## src/hdl/lcgdsp_pkg.sv

```systemverilog
// Shared types, constants and controller/datapath command words for the sample picker.
package lcgdsp_pkg;

  localparam int RANGE_CAPACITY_DEF = 1024;
  localparam int MAX_PICKS_DEF      = 64;

  localparam logic [31:0] LCG_MUL    = 32'd1103515245;
  localparam logic [31:0] LCG_INC    = 32'd12345;
  localparam logic [15:0] HALF_MASK  = 16'hFFFF;
  localparam int          HALF_SHIFT = 16;

  localparam int CFG_AW = 3;
  localparam logic [CFG_AW-1:0] REG_SEED = 3'd0;

  localparam logic [1:0] ST_OK        = 2'd0;
  localparam logic [1:0] ST_BAD_COUNT = 2'd1;
  localparam logic [1:0] ST_BAD_RANGE = 2'd2;

  typedef struct packed {
    logic signed [31:0] range_min;
    logic signed [31:0] range_max;
    logic [6:0]         pick_count;
  } in_word_t;

  typedef struct packed {
    logic signed [31:0] picked_value;
    logic               is_last;
    logic [1:0]         status;
  } out_word_t;

  typedef struct packed {
    logic load;
    logic err_range;
    logic err_count;
    logic clr_init;
    logic clr_step;
    logic gen_step;
    logic div_init;
    logic div_step;
    logic probe_init;
    logic probe_adv;
    logic mark;
    logic scan_init;
    logic rd_scan;
    logic scan_adv;
    logic scan_next;
    logic out_load;
  } cmd_t;

  typedef struct packed {
    logic range_bad;
    logic count_bad;
    logic clr_last;
    logic div_last;
    logic slot_free;
    logic marks_done;
    logic out_last;
    logic taken;
  } sts_t;

endpackage

```

## src/hdl/lcg_distinct_sample_picker_unit.sv

```systemverilog
// Top level of the distinct sample picker: controller, datapath and ports.
//
// A request word (range_min, range_max, pick_count) enters on the in_ channel when
// in_valid is high and in_stall is low. The block then returns pick_count words
// on the out_ channel, the distinct picked values in ascending order, with is_last
// on the final one; a bad range or count returns one error word instead.
// One request is handled at a time; in_stall stays high until the last word leaves.
// Steps: a check state after the accept (an error word is valid right after it),
// a pass clearing the occupancy map slot by slot, per draw a generator step plus a
// one-bit-per-cycle modulo and a map read and check per probe, then a read and
// check per scanned slot and an output state per word, which waits on out_stall.
// The occupancy map RAM and the serial modulo set the time these steps take.
// When the receiver holds out_stall, the word stays on out_word and the scan waits.
// Reset (rst_n low, synchronous) clears the seed and generator to zero and idles
// the block; the map needs no clearing pass since every request clears it.
// The seed register at cfg byte address 0 is written over the APB-style port and
// reloads the generator; write it only while the block is idle.
module lcg_distinct_sample_picker_unit #(
  parameter int RANGE_CAPACITY = lcgdsp_pkg::RANGE_CAPACITY_DEF,
  parameter int MAX_PICKS      = lcgdsp_pkg::MAX_PICKS_DEF
) (
  input  logic                          clk,
  input  logic                          rst_n,
  input  logic                          in_valid,
  output logic                          in_stall,
  input  lcgdsp_pkg::in_word_t          in_word,
  output logic                          out_valid,
  input  logic                          out_stall,
  output lcgdsp_pkg::out_word_t         out_word,
  input  logic                          cfg_psel,
  input  logic                          cfg_penable,
  input  logic                          cfg_pwrite,
  input  logic [lcgdsp_pkg::CFG_AW-1:0] cfg_paddr,
  input  logic [31:0]                   cfg_pwdata,
  output logic [31:0]                   cfg_prdata,
  output logic                          cfg_pready
);
  import lcgdsp_pkg::*;

  cmd_t cmd;
  sts_t sts;

  assign cfg_pready = 1'b1;

  lcgdsp_ctrl u_ctrl (
    .clk      (clk),
    .rst_n    (rst_n),
    .in_valid (in_valid),
    .in_stall (in_stall),
    .sts      (sts),
    .cmd      (cmd)
  );

  lcgdsp_dp #(
    .RANGE_CAPACITY (RANGE_CAPACITY),
    .MAX_PICKS      (MAX_PICKS)
  ) u_dp (
    .clk         (clk),
    .rst_n       (rst_n),
    .in_word     (in_word),
    .out_valid   (out_valid),
    .out_stall   (out_stall),
    .out_word    (out_word),
    .cfg_psel    (cfg_psel),
    .cfg_penable (cfg_penable),
    .cfg_pwrite  (cfg_pwrite),
    .cfg_paddr   (cfg_paddr),
    .cfg_pwdata  (cfg_pwdata),
    .cfg_prdata  (cfg_prdata),
    .cmd         (cmd),
    .sts         (sts)
  );
endmodule

```

## src/hdl/lcgdsp_ram.sv

```systemverilog
// Generic simple dual-port RAM with registered read.
module lcgdsp_ram #(
  parameter int WIDTH = 1,
  parameter int DEPTH = 1024
) (
  input  logic                     clk,
  input  logic                     we,
  input  logic [$clog2(DEPTH)-1:0] waddr,
  input  logic [WIDTH-1:0]         wdata,
  input  logic [$clog2(DEPTH)-1:0] raddr,
  output logic [WIDTH-1:0]         rdata
);
  logic [WIDTH-1:0] mem [DEPTH];

  always_ff @(posedge clk) begin
    if (we) begin
      mem[waddr] <= wdata;
    end
    rdata <= mem[raddr];
  end
endmodule

```

## src/hdl/lcgdsp_ctrl.sv

```systemverilog
// Controller state machine sequencing check, clear, draw, probe and ordered scan.
module lcgdsp_ctrl (
  input  logic               clk,
  input  logic               rst_n,
  input  logic               in_valid,
  output logic               in_stall,
  input  lcgdsp_pkg::sts_t   sts,
  output lcgdsp_pkg::cmd_t   cmd
);
  import lcgdsp_pkg::*;

  localparam logic [3:0] S_IDLE  = 4'd0;
  localparam logic [3:0] S_CHECK = 4'd1;
  localparam logic [3:0] S_CLR   = 4'd2;
  localparam logic [3:0] S_STEP  = 4'd3;
  localparam logic [3:0] S_DINIT = 4'd4;
  localparam logic [3:0] S_DIV   = 4'd5;
  localparam logic [3:0] S_PINIT = 4'd6;
  localparam logic [3:0] S_PRD   = 4'd7;
  localparam logic [3:0] S_PCHK  = 4'd8;
  localparam logic [3:0] S_MARK  = 4'd9;
  localparam logic [3:0] S_SRD   = 4'd10;
  localparam logic [3:0] S_SCHK  = 4'd11;
  localparam logic [3:0] S_OUT   = 4'd12;

  logic [3:0] state_r, state_nxt;

  always_ff @(posedge clk) begin
    if (!rst_n) begin
      state_r <= S_IDLE;
    end else begin
      state_r <= state_nxt;
    end
  end

  assign in_stall = (state_r != S_IDLE);

  always_comb begin
    state_nxt = state_r;
    cmd       = '0;
    case (state_r)
      S_IDLE: begin
        if (in_valid) begin
          cmd.load  = 1'b1;
          state_nxt = S_CHECK;
        end
      end
      S_CHECK: begin
        if (sts.range_bad) begin
          cmd.err_range = 1'b1;
          state_nxt     = S_OUT;
        end else if (sts.count_bad) begin
          cmd.err_count = 1'b1;
          state_nxt     = S_OUT;
        end else begin
          cmd.clr_init = 1'b1;
          state_nxt    = S_CLR;
        end
      end
      S_CLR: begin
        cmd.clr_step = 1'b1;
        if (sts.clr_last) state_nxt = S_STEP;
      end
      S_STEP: begin
        cmd.gen_step = 1'b1;
        state_nxt    = S_DINIT;
      end
      S_DINIT: begin
        cmd.div_init = 1'b1;
        state_nxt    = S_DIV;
      end
      S_DIV: begin
        cmd.div_step = 1'b1;
        if (sts.div_last) state_nxt = S_PINIT;
      end
      S_PINIT: begin
        cmd.probe_init = 1'b1;
        state_nxt      = S_PRD;
      end
      S_PRD: begin
        state_nxt = S_PCHK;
      end
      S_PCHK: begin
        if (sts.slot_free) begin
          state_nxt = S_MARK;
        end else begin
          cmd.probe_adv = 1'b1;
          state_nxt     = S_PRD;
        end
      end
      S_MARK: begin
        cmd.mark = 1'b1;
        if (sts.marks_done) begin
          cmd.scan_init = 1'b1;
          state_nxt     = S_SRD;
        end else begin
          state_nxt = S_STEP;
        end
      end
      S_SRD: begin
        cmd.rd_scan = 1'b1;
        state_nxt   = S_SCHK;
      end
      S_SCHK: begin
        if (sts.slot_free) begin
          cmd.scan_adv = 1'b1;
          state_nxt    = S_SRD;
        end else begin
          cmd.out_load = 1'b1;
          state_nxt    = S_OUT;
        end
      end
      S_OUT: begin
        if (sts.taken) begin
          if (sts.out_last) begin
            state_nxt = S_IDLE;
          end else begin
            cmd.scan_next = 1'b1;
            state_nxt     = S_SRD;
          end
        end
      end
      default: state_nxt = S_IDLE;
    endcase
  end
endmodule

```

## src/hdl/lcgdsp_dp.sv

```systemverilog
// Datapath: generator, bit-serial modulo, probe pointer, occupancy map and output register.
module lcgdsp_dp #(
  parameter int RANGE_CAPACITY = lcgdsp_pkg::RANGE_CAPACITY_DEF,
  parameter int MAX_PICKS      = lcgdsp_pkg::MAX_PICKS_DEF
) (
  input  logic                              clk,
  input  logic                              rst_n,
  input  lcgdsp_pkg::in_word_t              in_word,
  output logic                              out_valid,
  input  logic                              out_stall,
  output lcgdsp_pkg::out_word_t             out_word,
  input  logic                              cfg_psel,
  input  logic                              cfg_penable,
  input  logic                              cfg_pwrite,
  input  logic [lcgdsp_pkg::CFG_AW-1:0]     cfg_paddr,
  input  logic [31:0]                       cfg_pwdata,
  output logic [31:0]                       cfg_prdata,
  input  lcgdsp_pkg::cmd_t                  cmd,
  output lcgdsp_pkg::sts_t                  sts
);
  import lcgdsp_pkg::*;

  localparam int SW = $clog2(RANGE_CAPACITY + 1);
  localparam int AW = $clog2(RANGE_CAPACITY);
  localparam logic signed [33:0] CAP34 = 34'(RANGE_CAPACITY);
  localparam logic [6:0] MAXP = 7'(MAX_PICKS);

  logic signed [31:0] min_r, max_r;
  logic [6:0]         count_r, n_r, k_r;
  logic [SW-1:0]      size_r, idx_r, p_r, pos_r, j_r, rem_r;
  logic [1:0]         ph_r;
  logic [31:0]        seed_r, gen_r, dvd_r;
  logic [4:0]         dcnt_r;
  logic               ovld_r;
  out_word_t          out_r;

  logic signed [33:0] span;
  logic               cfg_wr, ram_we, ram_wd, ram_rd;
  logic [SW:0]        rem_sh, psum, pbase_ext, size_ext;
  logic [SW-1:0]      pbase, padv;
  logic [1:0]         pstep;
  logic [AW-1:0]      ram_wa, ram_ra;

  assign span = 34'(max_r) - 34'(min_r) + 34'sd1;
  assign sts.range_bad  = (span <= 34'sd0) || (span > CAP34);
  assign sts.count_bad  = (count_r == 7'd0) || (count_r > MAXP) ||
                          (34'(count_r) > span);
  assign sts.clr_last   = (idx_r == size_r - SW'(1));
  assign sts.div_last   = (dcnt_r == 5'd31);
  assign sts.slot_free  = ~ram_rd;
  assign sts.marks_done = (n_r + 7'd1 == count_r);
  assign sts.out_last   = out_r.is_last;
  assign sts.taken      = ovld_r & ~out_stall;

  assign cfg_wr     = cfg_psel & cfg_penable & cfg_pwrite & (cfg_paddr[2] == REG_SEED[2]);
  assign cfg_prdata = (cfg_paddr[2] == REG_SEED[2]) ? seed_r : 32'd0;

  // bit-serial remainder step
  assign size_ext = {1'b0, size_r};
  assign rem_sh   = {rem_r, dvd_r[31]};

  // next probe slot, wrapped modulo the range size
  always_comb begin
    pbase = p_r;
    pstep = 2'd1;
    case (ph_r)
      2'd0: pbase = pos_r;
      2'd1: begin
        if (j_r == size_r - SW'(1)) pbase = pos_r;
        else pstep = 2'd2;
      end
      default: pbase = p_r;
    endcase
    pbase_ext = {1'b0, pbase};
    psum      = pbase_ext + (SW + 1)'(pstep);
    if (psum >= size_ext) psum = psum - size_ext;
    padv = psum[SW-1:0];
  end

  assign ram_we = cmd.clr_step | cmd.mark;
  assign ram_wd = cmd.mark;
  assign ram_wa = cmd.mark ? p_r[AW-1:0] : idx_r[AW-1:0];
  assign ram_ra = cmd.rd_scan ? idx_r[AW-1:0] : p_r[AW-1:0];

  lcgdsp_ram #(.WIDTH(1), .DEPTH(RANGE_CAPACITY)) u_map (
    .clk   (clk),
    .we    (ram_we),
    .waddr (ram_wa),
    .wdata (ram_wd),
    .raddr (ram_ra),
    .rdata (ram_rd)
  );

  always_ff @(posedge clk) begin
    if (!rst_n) begin
      seed_r <= 32'd0;
      gen_r  <= 32'd0;
      ovld_r <= 1'b0;
    end else begin
      if (cfg_wr) begin
        seed_r <= cfg_pwdata;
        gen_r  <= cfg_pwdata;
      end else if (cmd.gen_step) begin
        gen_r <= gen_r * LCG_MUL + LCG_INC;
      end
      if (cmd.err_range | cmd.err_count | cmd.out_load) ovld_r <= 1'b1;
      else if (sts.taken) ovld_r <= 1'b0;
    end
  end

  always_ff @(posedge clk) begin
    if (cmd.load) begin
      min_r   <= in_word.range_min;
      max_r   <= in_word.range_max;
      count_r <= in_word.pick_count;
    end
    if (cmd.clr_init) begin
      size_r <= span[SW-1:0];
      idx_r  <= '0;
      n_r    <= '0;
    end
    if (cmd.clr_step) idx_r <= idx_r + SW'(1);
    if (cmd.div_init) begin
      dvd_r  <= {gen_r[15:0], gen_r[31:HALF_SHIFT] & HALF_MASK};
      rem_r  <= '0;
      dcnt_r <= '0;
    end
    if (cmd.div_step) begin
      dvd_r  <= {dvd_r[30:0], 1'b0};
      dcnt_r <= dcnt_r + 5'd1;
      if (rem_sh >= size_ext) rem_r <= SW'(rem_sh - size_ext);
      else rem_r <= rem_sh[SW-1:0];
    end
    if (cmd.probe_init) begin
      p_r   <= rem_r;
      pos_r <= rem_r;
      ph_r  <= 2'd0;
      j_r   <= '0;
    end
    if (cmd.probe_adv) begin
      p_r <= padv;
      case (ph_r)
        2'd0: begin
          ph_r <= 2'd1;
          j_r  <= '0;
        end
        2'd1: begin
          if (j_r == size_r - SW'(1)) ph_r <= 2'd2;
          else j_r <= j_r + SW'(1);
        end
        default: j_r <= j_r + SW'(1);
      endcase
    end
    if (cmd.mark) n_r <= n_r + 7'd1;
    if (cmd.scan_init) begin
      idx_r <= '0;
      k_r   <= '0;
    end
    if (cmd.scan_adv) idx_r <= idx_r + SW'(1);
    if (cmd.scan_next) begin
      idx_r <= idx_r + SW'(1);
      k_r   <= k_r + 7'd1;
    end
    if (cmd.err_range) begin
      out_r <= '{picked_value: 32'sd0, is_last: 1'b1, status: ST_BAD_RANGE};
    end else if (cmd.err_count) begin
      out_r <= '{picked_value: 32'sd0, is_last: 1'b1, status: ST_BAD_COUNT};
    end else if (cmd.out_load) begin
      out_r.picked_value <= min_r + $signed(32'(idx_r));
      out_r.is_last      <= (k_r + 7'd1 == count_r);
      out_r.status       <= ST_OK;
    end
  end

  assign out_valid = ovld_r;
  assign out_word  = out_r;
endmodule

```

## config.mk

```make
export PLATFORM = sky130hd
export DESIGN_NAME = lcg_distinct_sample_picker_unit
export DESIGN_NICKNAME = d
export VERILOG_FILES = /design/src/hdl/lcgdsp_pkg.sv /design/src/hdl/lcg_distinct_sample_picker_unit.sv /design/src/hdl/lcgdsp_ram.sv /design/src/hdl/lcgdsp_ctrl.sv /design/src/hdl/lcgdsp_dp.sv
export SDC_FILE = /design/constraint.sdc
export NUM_CORES = 2
export LEC_CHECK = 0
export BUFFER_PORTS_ARGS = -buffer_cell sky130_fd_sc_hd__buf_2
export CAP_MARGIN = 20
export CORE_MARGIN = 4
export CORE_UTILIZATION = 45
export CTS_BUF_LIST = sky130_fd_sc_hd__clkbuf_16
export CTS_CLUSTER_DIAMETER = 60
export CTS_CLUSTER_SIZE = 14
export DETAILED_ROUTE_END_ITERATION = 10
export HOLD_SLACK_MARGIN = 0.12
export SETUP_SLACK_MARGIN = 0.15
export SYNTH_ARGS = -nofsm -noshare
export SYNTH_HDL_FRONTEND = slang
export SYNTH_SLANG_ARGS = --single-unit
export TNS_END_PERCENT = 30
```

## constraint.sdc

```tcl
create_clock -name clk -period 52.1 [get_ports clk]
set_clock_uncertainty 0.2 [all_clocks]
set_input_delay 5.21 -clock clk [delete_from_list [all_inputs] [get_ports clk]]
set_output_delay 5.21 -clock clk [all_outputs]
set_load 0.01 [all_outputs]
```

Word level (Yosys, flattened, before mapping)
Memory sizes are Yosys's and may differ from the RTL's. A register that Yosys moved wholly into a read port is not among the register bits.
Index checks and enable logic that the tools add are counted.

word-level totals
  logic and storage cells = 167
  output and inout bits = 70
  memories = 1
  flip-flop bits (word level) = 294
  memory bits (writable) = 1024

operators by class
  add/subtract/negate cells = 13
  equal/unequal tests = 22
  multiplexer cells = 76
  bitwise gates (word level) = 9
  multipliers = 1
  magnitude comparators = 6
  reduce and logical (&&, ||, !) cells = 17

memory list
  memory          depth  width  rd ports  clocked after Yosys merged registers in  write ports  line              source
  u_dp.u_map.mem  1024   1      1         1                                        1            lcgdsp_ram.sv:13  logic [WIDTH-1:0] mem [DEPTH];

operators by type and width
  operator                                              number
  2-to-1 mux 11 bit                                     15
  2-to-1 mux 32 bit                                     5
  one-hot mux 4 bit (13 select lines)                   1
  one-hot mux 11 bit (2 select lines)                   2
  2-to-1 mux 4 bit                                      9
  adder 34 x 2 -> 34 bit, second input constant         1
  > comparator 34 x 12 -> 1 bit, second input constant  1
  > comparator 7 x 34 -> 1 bit                          1
  <= comparator 34 x 1 -> 1 bit, second input constant  1
  subtractor 32 x 32 -> 33 bit                          1
  adder 32 x 12 -> 32 bit                               1
  adder 32 x 14 -> 32 bit, second input constant        1
  multiplier 32 x 31 -> 32 bit, second input constant   1
  2-to-1 mux 7 bit                                      4
  >= comparator 12 x 11 -> 1 bit                        2
  2-to-1 mux 1 bit                                      24
  adder 11 x 1 -> 11 bit, second input constant         2
  equality test 11 bit                                  2
  subtractor 11 bit                                     2
  equality test 4 bit, second input constant            5
  2-to-1 mux 10 bit                                     2
  2-to-1 mux 2 bit                                      9
  equality test 4 x 3 -> 1 bit, second input constant   4
  adder 7 x 1 -> 7 bit, second input constant           2
  other kinds (25)                                      46

Longest topological paths before layout
  depth in word-level cells = 12
  gate-level depth with buffers = 31

Cells and area by module
Synthesis repeated with hierarchy kept, for this count alone.

second synthesis, totals
  cell total of the unflattened synthesis = 6035
  area total of the unflattened synthesis = 71926.5 um^2

by module, submodules not included
  module                           instances  cells each  seq. area each (um^2)  area each (um^2)
  lcgdsp_ram                       1          3112        30769.5                44656.6
  lcgdsp_dp                        1          2839        7567.3                 26714.4
  lcgdsp_ctrl                      1          82          80.1                   544.3
  lcg_distinct_sample_picker_unit  1          2           0.0                    11.3

Least setup slack after synthesis
Ideal clock, no wire load.

  path type = flip-flop to flip-flop
  start = register u_ctrl.state_r[1]
  end = memory u_dp.u_map.mem[768] (enable)
  path buffers = 5
  data required time = 51646 ps
  period minus slack after synthesis = 21447 ps
  slack = 30653 ps
  cell stages (with the launch flop) = 12
  arrival time = 20993 ps
  cell sequence = dfxtp_1 -> clkbuf_1 -> nor2_1 -> nand3_1 -> inv_1 -> clkbuf_1 -> buf_1 -> clkbuf_1 -> o31ai_1 -> nand2_1 -> clkbuf_1 -> nor2_1

RTL lines
  item                    line               source
  start, declared         lcgdsp_ctrl.sv:26  logic [3:0] state_r, state_nxt;
  start signal, assigned  lcgdsp_ctrl.sv:32  state_r <= state_nxt;
  end, declared           lcgdsp_ram.sv:13

Final worst setup path
  start = input port cfg_paddr[2] in the netlist's numbering
  end = output port cfg_prdata[29]

on the way
  longest elaborated chain between the ends = 1

ends and longest elaborated chain
  item               line                                   source
  start, declared    lcg_distinct_sample_picker_unit.sv:33  input logic [lcgdsp_pkg::CFG_AW-1:0] cfg_paddr,
  2-to-1 mux 32 bit  lcgdsp_dp.sv:56                        assign cfg_prdata = (cfg_paddr[2] == REG_SEED[2]) ? seed_r : 32'd0;
  end, declared      lcg_distinct_sample_picker_unit.sv:35  output logic [31:0] cfg_prdata,

No other way between the ends.

==> metrics.cfg <==
[floorplan]
die_h_um=406
rows=145
dieArea_um2=165000
start_util_pct=45.5
core_um2=157000
die-width_um=406
io_pins=183

[setup_path]
path_cells=buf_2 > nor2b_1 > buf_2
worstPathRequired_ps=46690
cpPeakStageDelay_ps=500
end_kind=output port
start_kind=input pin
cp_max_fo=34
arrival_ps=6000
worstSetupPathType=in -> out
crit_path_top_delay_cell=buf_2
cpMostUsedCell=buf_2

[place]
gp_congestion=0.884
port_buffers=179
hpwl_mm=116
pre_cts_ws_ps=40670
numPlacedInstances=7939

[routing]
via_per_inst=5.76
drc_errors=0
first_pass_iters=7
wl_per_cell_um=23.1
wirelength_mm=188
ant_nets=0
dr_total_vias=47000
drt_iter0_markers=4844

[global_routing]
track_usage_pct=22.7
grt_max_degree=297
grt_antenna_before_repair=4
globalRouteOverflowTotal=0
grt_pass1_vias=46200
grt_pass1_wl_mm=285

[yosys]
synth_seq_cells=1319
synthFlopType=edfxtp_1
syn-num-nets=6614
synth_common_cells=edfxtp_1, nor2_1, inv_1
synth_async_sr_flop_share_pct=0
synth_most_common_cell=edfxtp_1
synth_cell_types=93
seq_area_frac_synth_pct=53.9
synth_area_leaders=edfxtp_1, mux4_2, nor2_1, fa_1, ha_1
synth_top_area_cell=edfxtp_1
synth_area_um2=71300
synth-edff-count=1200
synthesis.instances=6019
yosys_warnings=0
synth_top_area_share_pct=50.5
synth_area_per_cell_um2=11.9

[cts]
ctsHoldBuffers=0
cts_tree=done
post_cts_buffers=0
cts.clk_slew.worst_paths_ps=60
max-clock-path-buffers=3
h-tree-depth=3
insertion_delay_ps=760
cts.sinks=1319
cts_inserted_buffers=120
cts-root-buf=clkbuf_16
cts_resized=0

[sta]
min_period_ps=11410
finalSetupTns_ps=0
rsz0062_at_grt=no
hold_viol=0
setup_ws_ps=40690
finalCritPeriodShare_pct=21.9
maxSlewHeadroom_pct=19.5
setup_viol=0
finalMaxSlewViolations=0
tightestPinTransition_ps=1210
max_freq_mhz=87.6

[finish]
final_nets=6623
area_growth_pct=10.0
drive_gt1_share_pct=13.1
fillerInstances=13900
final_util_pct=50.0
instances_no_fill=8158

[run_status]
run_status=completed

[pwr]
p_per_area_nw_per_um2=39.8
p_total_mw=3.12
leakage_nw=28.1
vdd_ir_drop_max_mv=0.0359

[job]
drv_cap=0

[hold_path]
min_path_type=reg -> reg

==> layer usage <==
metal	part of all wire (%)	track usage (%)	wire [um]
met1	43	32.4	80700
met5	0.0069	0	13
met2	48	36.7	89400
met3	6.9	3.49	12900
met4	2.7	5.72	4990
==> path summary, 6_finish.rpt <==
path	from	to	slack [ps]	cells past startpoint
hold reg to reg	u_dp.seed_r[13]	u_dp.seed_r[13]	250	2
setup / recovery	cfg_paddr[2]	cfg_prdata[29]	40690	3
setup reg to reg	u_dp.gen_r[1]	u_dp.gen_r[31]	43810	24
hold / removal	u_dp.seed_r[13]	u_dp.seed_r[13]	250	2
==> cells by family after synthesis <==
logic type,synth area share [%]
AND/OR/NAND/NOR,12.6
flip-flops,53.9
buffers and inverters,4.60
AO/OA/AOI/OAI,6.27
adder cells (fa/ha/maj),10.6
multiplexers,9.51
XOR/XNOR,2.62
other,0.00526
==> critical path, delay by kind of cell <==
family | cells | cell delay [ps]
buffers and inverters | 2 | 670
AND/OR/NAND/NOR | 1 | 110
==> registers in the layout, indices dropped and copies added (netlist names), 11 cells and up <==
signal          cells
u_dp.pos_r         11
u_dp.p_r           11
u_dp.gen_r         32
u_dp.idx_r         11
u_dp.min_r         32
u_dp.seed_r        32
u_dp.out_word      35
u_dp.max_r         32
u_dp.dvd_r         32
u_dp.rem_r         11
u_dp.size_r        11
u_dp.u_map.mem   1024
u_dp.j_r           11
==> cells in the final DEF (no fill, tap or decap), types with 16 or more instances in the layout <==
cell type,count
nor3_1,73
a21o_1,35
o21ai_0,136
a31oi_1,32
nand2b_1,25
nor2b_1,53
or3_1,17
and3_1,29
nor4_1,17
nand4_1,32
nand3_1,85
and2_1,42
ha_1,282
clkbuf_16,122
buf_4,72
o211ai_1,34
edfxtp_1,1200
nor2_1,1193
mux2i_1,95
a311oi_1,16
xor2_1,60
a21oi_1,170
nand2_2,27
buf_2,179
dfxtp_1,119
a22o_1,32
nor3b_1,16
inv_1,487
a211oi_1,54
xnor2_1,143
fa_1,200
mux4_2,256
nand2_1,437
buf_16,18
==> through the flow <==
| stage | cell area (um^2) | hold slack, ps |
|---|---|---|
| after global placement | 74200 | 240 |
| final | 78500 | 252 |
| after detailed placement | 74200 | 245 |
| after global routing | 78500 | 271 |
| after floorplan | 71300 | 232 |
| after CTS | 77900 | 254 |
==> layout make-up <==
cell class              count  area, um^2  area share, %
diodes                      4        10.0         0.0128
clock buffers             122        3050           3.89
clock inverters            68         603          0.769
inverters                 473        1780           2.27
multi-input cells        3832       29900           38.1
flip-flops and latches   1319       38400           49.0
well taps                2058        2570           3.28
repair buffers            282        2150           2.74
==> report_power, final <==
| group | switching, mW | leakage (nW) | internal, mW | total, mW |
|---|---|---|---|---|
| Combinational | 0.610 | 14.3 | 0.380 | 0.991 |
| Sequential | 0.0433 | 11.9 | 1.23 | 1.28 |
| Clock | 0.407 | 1.85 | 0.450 | 0.857 |
| Total | 1.06 | 28.1 | 2.06 | 3.12 |
(Power assumes the default switching activity.)
